### src/rtl/core/quadratic_probe_hash_table_macros.svh
// Assertion helpers shared by the table RTL.
`ifndef QUADRATIC_PROBE_HASH_TABLE_MACROS_SVH
`define QUADRATIC_PROBE_HASH_TABLE_MACROS_SVH

// Generic form: explicit clock and active-low reset.
`define QPHT_ASSERT_CLK(lbl, clk, rstn, prop) \
  lbl: assert property (@(posedge clk) disable iff (!rstn) prop) \
    else $error("qpht assertion failed");

// Common form: block clock and reset.
`define QPHT_ASSERT(lbl, prop) `QPHT_ASSERT_CLK(lbl, clk_i, rst_ni, prop)

`endif

### src/rtl/core/qpht_pkg.sv
package qpht_pkg;

  localparam int unsigned TABLE_SLOTS_DEF = 16;

  localparam int unsigned OP_W     = 2;
  localparam int unsigned KEY_W    = 31;
  localparam int unsigned VALUE_W  = 32;
  localparam int unsigned STATUS_W = 3;

  // request opcodes; the fourth code is a no-op that reports not found
  localparam logic [OP_W-1:0] OP_INSERT = 2'd0;
  localparam logic [OP_W-1:0] OP_SEARCH = 2'd1;
  localparam logic [OP_W-1:0] OP_REMOVE = 2'd2;

  typedef enum logic [STATUS_W-1:0] {
    ST_INSERTED  = 3'd0,
    ST_UPDATED   = 3'd1,
    ST_FULL      = 3'd2,
    ST_FOUND     = 3'd3,
    ST_NOT_FOUND = 3'd4,
    ST_REMOVED   = 3'd5
  } status_e;

endpackage

### src/rtl/core/qpht_ram.sv
module qpht_ram #(
  parameter int unsigned Depth = 16,
  parameter int unsigned Width = 8
) (
  input  logic                     clk_i,
  input  logic                     we_i,
  input  logic [$clog2(Depth)-1:0] waddr_i,
  input  logic [Width-1:0]         wdata_i,
  input  logic [$clog2(Depth)-1:0] raddr_i,
  output logic [Width-1:0]         rdata_o
);

  logic [Width-1:0] mem_q [Depth];

  always_ff @(posedge clk_i) begin
    if (we_i) begin
      mem_q[waddr_i] <= wdata_i;
    end
    rdata_o <= mem_q[raddr_i];
  end

endmodule

### src/rtl/core/qpht_home.sv
// Home slot: key mod TableSlots. Mask for a power of two, otherwise
// four key bits per cycle through restoring reduction.
module qpht_home import qpht_pkg::*; #(
  parameter int unsigned TableSlots = TABLE_SLOTS_DEF
) (
  input  logic                          clk_i,
  input  logic                          rst_ni,
  input  logic                          start_i,
  input  logic [KEY_W-1:0]              key_i,
  output logic                          done_o,
  output logic [$clog2(TableSlots)-1:0] home_o
);

  localparam int unsigned AW = $clog2(TableSlots);

  if ((TableSlots & (TableSlots - 1)) == 0) begin : g_pow2
    logic          done_q;
    logic [AW-1:0] home_q;

    always_ff @(posedge clk_i or negedge rst_ni) begin
      if (!rst_ni) begin
        done_q <= 1'b0;
      end else begin
        done_q <= start_i;
      end
    end

    always_ff @(posedge clk_i) begin
      if (start_i) begin
        home_q <= key_i[AW-1:0];
      end
    end

    assign done_o = done_q;
    assign home_o = home_q;
  end else begin : g_serial
    localparam int unsigned NIB  = (KEY_W + 3) / 4;
    localparam int unsigned SH_W = NIB * 4;
    localparam int unsigned NCW  = (NIB > 1) ? $clog2(NIB) : 1;
    localparam logic [AW:0] SlotsW  = (AW+1)'(TableSlots);
    localparam logic [NCW-1:0] LastNib = NCW'(NIB - 1);

    logic            busy_q, done_q;
    logic [NCW-1:0]  nib_cnt_q;
    logic [SH_W-1:0] sh_q;
    logic [AW-1:0]   rem_q, rem_d;

    always_comb begin
      logic [AW-1:0] r;
      logic [AW:0]   t;
      logic [3:0]    nib;
      nib = sh_q[SH_W-1 -: 4];
      r   = rem_q;
      for (int b = 3; b >= 0; b--) begin
        t = {r, nib[b]};
        if (t >= SlotsW) begin
          t = t - SlotsW;
        end
        r = t[AW-1:0];
      end
      rem_d = r;
    end

    always_ff @(posedge clk_i or negedge rst_ni) begin
      if (!rst_ni) begin
        busy_q    <= 1'b0;
        done_q    <= 1'b0;
        nib_cnt_q <= '0;
      end else begin
        done_q <= 1'b0;
        if (start_i) begin
          busy_q    <= 1'b1;
          nib_cnt_q <= '0;
        end else if (busy_q) begin
          nib_cnt_q <= nib_cnt_q + 1'b1;
          if (nib_cnt_q == LastNib) begin
            busy_q <= 1'b0;
            done_q <= 1'b1;
          end
        end
      end
    end

    always_ff @(posedge clk_i) begin
      if (start_i) begin
        sh_q  <= SH_W'(key_i);
        rem_q <= '0;
      end else if (busy_q) begin
        sh_q  <= {sh_q[SH_W-5:0], 4'b0000};
        rem_q <= rem_d;
      end
    end

    assign done_o = done_q;
    assign home_o = rem_q;
  end

endmodule

### src/rtl/core/quadratic_probe_hash_table.sv
// A request passes the home-slot step, then the probe walk until a probe decides;
//   the home step is a serial key mod when TableSlots is not a power of two.
// Throughput: one request at a time, next accept the cycle after the result is
//   latched; one probe per cycle.
// Reset: a clearing pass zeroes the flag memory; stall is held high until it
//   ends. Key/value memory is not cleared.
module quadratic_probe_hash_table import qpht_pkg::*; #(
  parameter int unsigned TableSlots = TABLE_SLOTS_DEF
) (
  input  logic                clk_i,
  input  logic                rst_ni,
  // request channel
  input  logic                in_valid_i,
  output logic                in_stall_o,
  input  logic [OP_W-1:0]     op_i,
  input  logic [KEY_W-1:0]    req_key_i,
  input  logic [VALUE_W-1:0]  req_value_i,
  // result channel
  output logic                out_valid_o,
  input  logic                out_stall_i,
  output logic [STATUS_W-1:0] status_o,
  output logic [VALUE_W-1:0]  found_value_o,
  output logic                table_empty_o
);

`include "quadratic_probe_hash_table_macros.svh"

  localparam int unsigned AW = $clog2(TableSlots);
  localparam int unsigned CW = $clog2(TableSlots + 1);
  localparam int unsigned DW = KEY_W + VALUE_W;
  localparam logic [AW:0]   SlotsW   = (AW+1)'(TableSlots);
  localparam logic [CW-1:0] SlotsCnt = CW'(TableSlots);
  localparam logic [CW-1:0] LastCnt  = CW'(TableSlots - 1);
  localparam logic [AW-1:0] LastIdx  = AW'(TableSlots - 1);

  // flag memory word: {occupied, tombstone}
  localparam logic [1:0] FLG_CLEAR = 2'b00;
  localparam logic [1:0] FLG_OCC   = 2'b10;
  localparam logic [1:0] FLG_TOMB  = 2'b01;

  localparam logic [2:0] S_CLEAR = 3'd0;
  localparam logic [2:0] S_IDLE  = 3'd1;
  localparam logic [2:0] S_HOME  = 3'd2;
  localparam logic [2:0] S_PROBE = 3'd3;
  localparam logic [2:0] S_DONE  = 3'd4;

  logic [2:0] state_q, state_d;

  // request held for the whole probe walk
  logic [OP_W-1:0]    op_q;
  logic [KEY_W-1:0]   key_q;
  logic [VALUE_W-1:0] value_q;

  // probe walk: slot advances by successive odd numbers (i*i increments)
  logic [AW-1:0] slot_q, slot_d;
  logic [AW-1:0] odd_q, odd_d;
  logic [CW-1:0] iss_q, iss_d;
  logic          pend_q, pend_d;
  logic          pend_last_q, pend_last_d;
  logic [AW-1:0] pend_slot_q, pend_slot_d;
  logic          issue;
  logic [AW:0]   slot_sum, odd_sum;

  logic [CW-1:0] count_q, count_d;
  logic [AW-1:0] clr_idx_q, clr_idx_d;

  status_e            res_status_q, res_status_d;
  logic [VALUE_W-1:0] res_value_q, res_value_d;

  logic                out_valid_q, out_valid_d;
  logic [STATUS_W-1:0] status_q;
  logic [VALUE_W-1:0]  found_value_q;
  logic                table_empty_q;
  logic                out_load;

  logic                in_accept;
  logic                home_start, home_done;
  logic [AW-1:0]       home_slot;

  // memory ports
  logic          dat_we;
  logic [DW-1:0] dat_rd;
  logic          flg_we;
  logic [AW-1:0] flg_waddr;
  logic [1:0]    flg_wdata, flg_rd;

  logic [KEY_W-1:0]   rd_key;
  logic [VALUE_W-1:0] rd_value;
  logic               rd_occ, rd_tomb, key_eq;

  // probe decision
  logic    dec_done, dec_ins, dec_rem;
  status_e dec_status;
  logic [VALUE_W-1:0] dec_value;

  assign in_stall_o = (state_q != S_IDLE);
  assign in_accept  = in_valid_i && !in_stall_o;
  assign home_start = in_accept && (op_i == OP_INSERT || op_i == OP_SEARCH ||
                                    op_i == OP_REMOVE);

  qpht_home #(
    .TableSlots(TableSlots)
  ) u_home (
    .clk_i  (clk_i),
    .rst_ni (rst_ni),
    .start_i(home_start),
    .key_i  (req_key_i),
    .done_o (home_done),
    .home_o (home_slot)
  );

  // key/value store: written on insert or update, no reset
  qpht_ram #(
    .Depth(TableSlots),
    .Width(DW)
  ) u_data_ram (
    .clk_i  (clk_i),
    .we_i   (dat_we),
    .waddr_i(pend_slot_q),
    .wdata_i({key_q, value_q}),
    .raddr_i(slot_q),
    .rdata_o(dat_rd)
  );

  // occupied/tombstone store, swept to zero after reset
  qpht_ram #(
    .Depth(TableSlots),
    .Width(2)
  ) u_flag_ram (
    .clk_i  (clk_i),
    .we_i   (flg_we),
    .waddr_i(flg_waddr),
    .wdata_i(flg_wdata),
    .raddr_i(slot_q),
    .rdata_o(flg_rd)
  );

  assign rd_key   = dat_rd[DW-1:VALUE_W];
  assign rd_value = dat_rd[VALUE_W-1:0];
  assign rd_occ   = flg_rd[1];
  assign rd_tomb  = flg_rd[0];
  // key bits of an unoccupied slot may be stale; only used when occupied
  assign key_eq   = (rd_key == key_q);

  // Check the probe whose read data is back. Insert updates a matching key or takes
  // the first free slot (empty or tombstone); search/remove end at a never-used slot.
  always_comb begin
    dec_done   = 1'b0;
    dec_ins    = 1'b0;
    dec_rem    = 1'b0;
    dat_we     = 1'b0;
    dec_status = ST_NOT_FOUND;
    dec_value  = '0;
    if (state_q == S_PROBE && pend_q) begin
      if (op_q == OP_INSERT) begin
        if (!rd_occ) begin
          dec_done   = 1'b1;
          dec_ins    = 1'b1;
          dat_we     = 1'b1;
          dec_status = ST_INSERTED;
        end else if (key_eq) begin
          dec_done   = 1'b1;
          dat_we     = 1'b1;
          dec_status = ST_UPDATED;
        end else if (pend_last_q) begin
          dec_done   = 1'b1;
          dec_status = ST_FULL;
        end
      end else begin
        if (!rd_occ && !rd_tomb) begin
          dec_done   = 1'b1;
          dec_status = ST_NOT_FOUND;
        end else if (rd_occ && key_eq) begin
          dec_done = 1'b1;
          if (op_q == OP_REMOVE) begin
            dec_rem    = 1'b1;
            dec_status = ST_REMOVED;
          end else begin
            dec_status = ST_FOUND;
            dec_value  = rd_value;
          end
        end else if (pend_last_q) begin
          dec_done   = 1'b1;
          dec_status = ST_NOT_FOUND;
        end
      end
    end
  end

  always_comb begin
    flg_we    = 1'b0;
    flg_waddr = pend_slot_q;
    flg_wdata = FLG_CLEAR;
    if (state_q == S_CLEAR) begin
      flg_we    = 1'b1;
      flg_waddr = clr_idx_q;
    end else if (dec_ins) begin
      flg_we    = 1'b1;
      flg_wdata = FLG_OCC;
    end else if (dec_rem) begin
      flg_we    = 1'b1;
      flg_wdata = FLG_TOMB;
    end
  end

  // next probe address: slot + (2i+1), both reduced mod TableSlots
  assign issue    = (iss_q != SlotsCnt);
  assign slot_sum = {1'b0, slot_q} + {1'b0, odd_q};
  assign odd_sum  = {1'b0, odd_q} + (AW+1)'(2);

  assign out_load = (state_q == S_DONE) && (!out_valid_q || !out_stall_i);

  always_comb begin
    state_d      = state_q;
    slot_d       = slot_q;
    odd_d        = odd_q;
    iss_d        = iss_q;
    pend_d       = pend_q;
    pend_last_d  = pend_last_q;
    pend_slot_d  = pend_slot_q;
    count_d      = count_q;
    clr_idx_d    = clr_idx_q;
    res_status_d = res_status_q;
    res_value_d  = res_value_q;
    out_valid_d  = out_valid_q && out_stall_i;

    unique case (state_q)
      S_CLEAR: begin
        clr_idx_d = clr_idx_q + 1'b1;
        if (clr_idx_q == LastIdx) begin
          state_d = S_IDLE;
        end
      end
      S_IDLE: begin
        if (in_accept) begin
          if (home_start) begin
            state_d = S_HOME;
          end else begin
            // unused opcode: no change, reports not found
            res_status_d = ST_NOT_FOUND;
            res_value_d  = '0;
            state_d      = S_DONE;
          end
        end
      end
      S_HOME: begin
        if (home_done) begin
          slot_d  = home_slot;
          odd_d   = AW'(1);
          iss_d   = '0;
          pend_d  = 1'b0;
          state_d = S_PROBE;
        end
      end
      S_PROBE: begin
        pend_d = issue;
        if (issue) begin
          slot_d      = (slot_sum >= SlotsW) ? AW'(slot_sum - SlotsW) : slot_sum[AW-1:0];
          odd_d       = (odd_sum >= SlotsW) ? AW'(odd_sum - SlotsW) : odd_sum[AW-1:0];
          iss_d       = iss_q + 1'b1;
          pend_last_d = (iss_q == LastCnt);
          pend_slot_d = slot_q;
        end
        if (dec_done) begin
          res_status_d = dec_status;
          res_value_d  = dec_value;
          state_d      = S_DONE;
          if (dec_ins) begin
            count_d = count_q + 1'b1;
          end else if (dec_rem && count_q != '0) begin
            count_d = count_q - 1'b1;
          end
        end
      end
      S_DONE: begin
        if (out_load) begin
          out_valid_d = 1'b1;
          state_d     = S_IDLE;
        end
      end
      default: begin
        state_d = S_IDLE;
      end
    endcase
  end

  always_ff @(posedge clk_i or negedge rst_ni) begin
    if (!rst_ni) begin
      state_q     <= S_CLEAR;
      clr_idx_q   <= '0;
      count_q     <= '0;
      iss_q       <= '0;
      pend_q      <= 1'b0;
      pend_last_q <= 1'b0;
      out_valid_q <= 1'b0;
    end else begin
      state_q     <= state_d;
      clr_idx_q   <= clr_idx_d;
      count_q     <= count_d;
      iss_q       <= iss_d;
      pend_q      <= pend_d;
      pend_last_q <= pend_last_d;
      out_valid_q <= out_valid_d;
    end
  end

  // payload registers
  always_ff @(posedge clk_i) begin
    if (in_accept) begin
      op_q    <= op_i;
      key_q   <= req_key_i;
      value_q <= req_value_i;
    end
    slot_q       <= slot_d;
    odd_q        <= odd_d;
    pend_slot_q  <= pend_slot_d;
    res_status_q <= res_status_d;
    res_value_q  <= res_value_d;
    if (out_load) begin
      status_q      <= res_status_q;
      found_value_q <= res_value_q;
      table_empty_q <= (count_q == '0);
    end
  end

  assign out_valid_o   = out_valid_q;
  assign status_o      = status_q;
  assign found_value_o = found_value_q;
  assign table_empty_o = table_empty_q;

  `QPHT_ASSERT(a_count_bound, count_q <= SlotsCnt)
  `QPHT_ASSERT(a_busy_after_accept, in_accept |=> in_stall_o)
  `QPHT_ASSERT(a_result_from_done, $rose(out_valid_q) |-> $past(state_q) == S_DONE)
  `QPHT_ASSERT(a_insert_not_empty, (out_valid_q && status_q == ST_INSERTED) |-> !table_empty_q)

endmodule
### config.mk
export PLATFORM = sky130hd
export DESIGN_NAME = quadratic_probe_hash_table
export DESIGN_NICKNAME = d
export VERILOG_FILES = /design/src/rtl/core/qpht_pkg.sv /design/src/rtl/core/qpht_ram.sv /design/src/rtl/core/qpht_home.sv /design/src/rtl/core/quadratic_probe_hash_table.sv
export VERILOG_INCLUDE_DIRS = /design/src /design/src/rtl/core
export SDC_FILE = /design/constraint.sdc
export NUM_CORES = 1
export LEC_CHECK = 0
export BUFFER_PORTS_ARGS = -buffer_cell sky130_fd_sc_hd__buf_2
export CORE_MARGIN = 1.5
export CORE_UTILIZATION = 57
export DETAILED_ROUTE_END_ITERATION = 10
export PLACE_DENSITY = 0.71
export SETUP_SLACK_MARGIN = 0.05
export SYNTH_ARGS = -nofsm -noshare
export SYNTH_HDL_FRONTEND = slang
export SYNTH_SLANG_ARGS = --single-unit
### constraint.sdc
create_clock -name clk_i -period 16.4 [get_ports clk_i]
set_input_delay 2.46 -clock clk_i [delete_from_list [all_inputs] [get_ports clk_i]]
set_output_delay 2.46 -clock clk_i [all_outputs]
set_load 0.01 [all_outputs]
Word-level counts from Yosys, hierarchy flattened --
Memory sizes are Yosys's and may differ from the RTL's. A register that Yosys moved wholly into a read port is not among the register bits. Cells that the tools add are included.
Storage, ports and cells: bits in registers 173, memory bits (writable) 1040, input bits 69, output and inout port bits 38, logic and storage cells 156, memories kept 2
Cells by class: add/sub/neg operators 8, $lt $le $gt $ge 2, equality and inequality tests 19, muxes and demuxes 75, reductions and logical operators 30
Memory list:
- u_data_ram.mem_q | depth 16, width 63, rd ports 1, clocked after memory_dff 1, wr ports 1, RTL line qpht_ram.sv:13 | logic [Width-1:0] mem_q [Depth];
- u_flag_ram.mem_q | depth 16, width 2, rd ports 1, clocked after memory_dff 1, wr ports 1, RTL line qpht_ram.sv:13
Operators with widths (number):
- $mux 32 | 8
- $pmux 32 s2 | 1
- $mux 3 | 17
- $eq 31x31->1 | 1
- $mux 1 | 30
- $mux 4 | 7
- $mux 5 | 4
- $pmux 4 s2 | 2
- $pmux 3 s5 | 1
- $add 5x1->5 const B | 2
- $ge 5x5->1 const B | 2
- $ne 2x2->1 const B | 5
- $pmux 5 s2 | 1
- $logic_and 1x1->1 | 8
- $sub 4x1->4 const B | 2
- $eq 3x2->1 const B | 2
- $pmux 3 s2 | 1
- $reduce_and 3->1 | 2
- $reduce_bool 2->1 | 3
- $add 4x2->5 const B | 1
- $add 4x4->5 | 1
- $eq 5x4->1 const B | 1
- $logic_not 1->1 | 5
- $logic_not 5->1 | 1
- 19 further kinds | 26

Logic depth before layout (Yosys ltp) --
depth in word-level cells 11, depth in mapped cells 10, mapped depth without buffers 8

By module --
From an unflattened synthesis, not the netlist that was laid out.
Unflattened totals: cell total of the unflattened synthesis 2125, area total of the unflattened synthesis 47181.5 um^2
By module, submodules not included:
- qpht_ram at u_data_ram | times used 1, cells each 1622, area each 38989.9 um^2, seq. area each 31530.2 um^2
- quadratic_probe_hash_table | times used 1, cells each 420, area each 6666.4 um^2, seq. area each 4914.7 um^2
- qpht_ram at u_flag_ram | times used 1, cells each 78, area each 1380.1 um^2, seq. area each 1001.0 um^2
- qpht_home | times used 1, cells each 5, area each 145.1 um^2, seq. area each 145.1 um^2

Least setup slack after synthesis --
OpenSTA, ideal clock, no wires.
path kind register to register, start point register key_q[29], end point memory u_data_ram.mem_q[12][0] in the netlist's numbering, enable pin, library setup time 662 ps, arrival time 8471 ps, required time 15738 ps, path slack 7267 ps, stages on the path, launching flop included 7, path buffers 0, clock period less this slack 9133 ps, cell sequence edfxtp_1 > xor2_1 > nor4_1 > nand4_1 > or4_4 > a21oi_2 > nor4b_1
Between the ends: word-level cells in the longest chain between the ends 7
RTL lines:
- start, declared | RTL line quadratic_probe_hash_table.sv:51 | logic [KEY_W-1:0] key_q;
- start signal, assigned | RTL line quadratic_probe_hash_table.sv:311 | key_q <= req_key_i;
- $eq 31x31->1 | RTL line quadratic_probe_hash_table.sv:143 | assign key_eq = (rd_key == key_q);
- $mux 1 | RTL line quadratic_probe_hash_table.sv:161 | end else if (key_eq) begin
- $mux 1 | RTL line quadratic_probe_hash_table.sv:156 | if (!rd_occ) begin
- $mux 1 | RTL line quadratic_probe_hash_table.sv:155 | if (op_q == OP_INSERT) begin
- $mux 1 | RTL line quadratic_probe_hash_table.sv:154 | if (state_q == S_PROBE && pend_q) begin
- $mux 1 | RTL line qpht_ram.sv:16 | if (we_i) begin
- $mux 1 (not written as such) | RTL line qpht_ram.sv:17 | mem_q[waddr_i] <= wdata_i;
- end, declared | RTL line qpht_ram.sv:13
Every way passes these cells.

Worst setup path after layout --
start point register key_q[26], end point memory u_data_ram.mem_q[2][20] in the netlist's numbering, enable pin
Same word-level chain as after synthesis.

==> impl_metrics.tcl <==
set metrics [dict create \
    outcome "complete, no violations" \
    dieArea_um2 84400 \
    drtIter0Drc 2011 \
    worst_slew_pin_slew_ns 1.34 \
    grt_pass1_wl_um 142000 \
    maxCapViolCount 0 \
    grt_start_max_net_pins 133 \
    ys_ff_latch 1277 \
    grt_remaining_overflow 0 \
    finalSetupViolCount 0 \
    combPwrFrac_pct 21.1 \
    die_y_um 291 \
    max-vdd-ir-drop_v 0.000235 \
    ios 107 \
    h-tree-depth 3 \
    clockPowerShare_pct 32.2 \
    synth.cell_area_um2 47100 \
    r2r_end "u_data_ram.mem_q[2][20]" \
    clock_path_buffers 3 \
    leakagePower_uw 0.0170 \
    pwr-share-seq_pct 46.7 \
    wire_per_inst_um 28.5 \
    ys_types 55 \
    root_buffer "clkbuf_16" \
    yosysSeqAreaShare_pct 79.7 \
    path_class "flop to flop" \
    hp-class "flop to flop" \
    cts_tree "yes" \
    sw_frac_of_total_pct 25.9 \
    totalWireLength_um 94900 \
    fillCellCount 5246 \
    crit_arrival_ns 5.13 \
    ctsResizeCount 0 \
    synth_flop_cell "edfxtp_1" \
    coreArea_um2 82000 \
    min_period_ns 4.82 \
    startpoint_type "flop" \
    synth-edff-count 1191 \
    slew_headroom_pct 11.0 \
    nets 2231 \
    yosysWarnings 0 \
    start_util_pct 57.5 \
    pre_cts_ws_ns 11.53 \
    endpoint_kind "flop" \
    crit_fanout 41 \
    drt_pass1_iterations 5 \
    crit_top_cell "buf_4" \
    areaGrowthSynthToFinish_pct 12.8 \
    dp.cells 3097 \
    crit_chain "xor2_1 > nor4_1 > nand4_1 > or4_4 > a21oi_2 > nor4b_2 > buf_4 > buf_4" \
    ant_nets 0 \
    syn_inst 1965 \
    grt_setup_unrepaired "no" \
    dp_hpwl_um 49100 \
    min_from "res_value_q[20]" \
    final_cell_mix "1191 x edfxtp_1, 325 x mux4_2, 123 x clkbuf_16" \
    drcViolationCount 0 \
    ys_async_sr_fraction_pct 1.64 \
    antenna_found_initial 1 \
    reg2reg_from "key_q[26]" \
    critPathBufInv 2 \
    gp_congestion 0.789 \
    clk_latency_ns 0.69 \
    p_total_uw 8570 \
    cts_made_buffers 121 \
    std_cell_rows 105 \
    power_density_nw_per_um2 161 \
    grtUsageTotal_pct 23.0 \
    hold_viol 0 \
    worstPathRequired_ns 16.71 \
    rrSetupSlack_ns 11.58 \
    instances_no_fill 3329 \
    fin_skew_ns 0.0353 \
    final_common_cell "edfxtp_1" \
    cts_hold_buffers 0 \
    die_x_um 291 \
    cp_top_family "simple AND/OR/NAND/NOR gates" \
    avgSynthCellArea_um2 24.0 \
    whs_endpoint "found_value_o[20]" \
    grt_pass1_vias 21500 \
    rr_worst_depth 8 \
    slowest_delay_ns 0.71 \
    post-cts-setup-buffers 0 \
    post-route-util_pct 64.8 \
    hold_depth 0 \
    post-route-period-util_pct 29.4 \
    cts_sinks 1277 \
    synth_nets 2046 \
    path_clk_slew_ns 0.06 \
    vias_per_cell 6.22 \
    final.setup.tns_ns 0 \
    port_buffers 106 \
    fmax_ghz 0.207 \
    p_int_uw 6350 \
    layout_setup_ws_ns 11.58 \
    crit_path_top_delay_cell "buf_4" \
    power_switching_uw 2220 \
    vias 20700 \
    slew_viol_final 0 \
    layout-drive-gt1-share_pct 31.1 \
]
## final cells by class
cell class,count,area (um^2),area share (%)
Inverter,11,41.3,0.0777
Timing Repair Buffer,148,871,1.64
Tap cell,1070,1340,2.52
Clock buffer,170,3470,6.54
Clock inverter,61,559,1.05
Antenna cell,1,2.50,0.00471
Multi-Input combinational cell,591,9280,17.5
Sequential cell,1277,37600,70.7
## power by group through the flow
stage / logic [uW] / registers [uW] / clock network, uW
finish: 1810 / 4000 / 2760
detailed placement: 1830 / 4070 / 0
floorplan: 1410 / 3980 / 0
global route: 1930 / 4020 / 2930
global placement: 1800 / 4050 / 0
CTS: 1850 / 4000 / 2810
## registers in the layout, summed over array words and instances, names as in the netlist, 4 cells and up
register	cells
pend_slot_q	4
count_q	5
u_home.home_o	4
res_value_q	32
key_q	31
found_value_o	32
value_q	32
u_data_ram.mem_q	1008
iss_q	5
clr_idx_q	4
u_flag_ram.mem_q	32
u_data_ram.rdata_o	63
slot_q	4
## how the worst max path moves through the flow
stage | startpoint | endpoint | slack, ns | cells past startpoint
6_report | key_q[26] | u_data_ram.mem_q[2][20] | 11.58 | 8
5_1_grt | key_q[26] | u_data_ram.mem_q[2][20] | 11.31 | 8
4_1_cts | key_q[26] | u_data_ram.mem_q[2][41] | 11.53 | 8
3_5_place_dp | key_q[26] | u_data_ram.mem_q[2][20] | 11.53 | 8
3_3_place_gp | key_q[7] | u_data_ram.mem_q[2][20] | 11.69 | 8
2_1_floorplan | key_q[29] | u_data_ram.mem_q[12][0] | 7.27 | 6
## stage by stage
stage               instance area, um^2  hold WS [ns]
floorplan                         47100         0.400
finish                            53200         0.414
CTS                               53200         0.418
detailed placement                49100         0.405
global placement                  49100         0.400
global route                      53200         0.425
## routing by layer
metal  share of wire [%]  GRT usage, %  up-vias
met1                  42          33.7    11200
met2                  50          37.4      734
met3                 6.0          3.32      108
met4                 1.7          5.68        0
met5                   0             0        -
li1                    -             -     8675
## worst register-to-register path, cell delays in order, from the launching register on
cell and delay [ns]:
edfxtp_1 0.60, xor2_1 0.27, nor4_1 0.55, nand4_1 0.16, or4_4 0.70, a21oi_2 0.59, nor4b_2 0.35, buf_4 0.46
buf_4 0.71
## cells in the mapped netlist (10+ instances only)
cell,number,share of area (%)
dfxtp_1,65,2.8
edfxtp_1,1191,76
dfrtp_1,21,1.1
buf_2,13,0.14
and2_1,34,0.45
nor2_1,19,0.15
o21ai_0,10,0.11
nand2_1,25,0.20
clkbuf_1,68,0.54
mux4_2,325,16
nor3b_1,10,0.16
ha_1,10,0.27
inv_1,11,0.088
a21oi_1,16,0.17
xnor2_1,15,0.28
xor2_1,27,0.50
## cell families after synthesis
group	synth area share [%]
multiplexers	15.7
flip-flops	79.7
AND/OR/NAND/NOR	1.77
AO/OA/AOI/OAI	0.887
adder cells (fa/ha/maj)	0.350
XOR/XNOR	0.780
buffers and inverters	0.809
No activity file was read; power rests on OpenSTA's default activity.
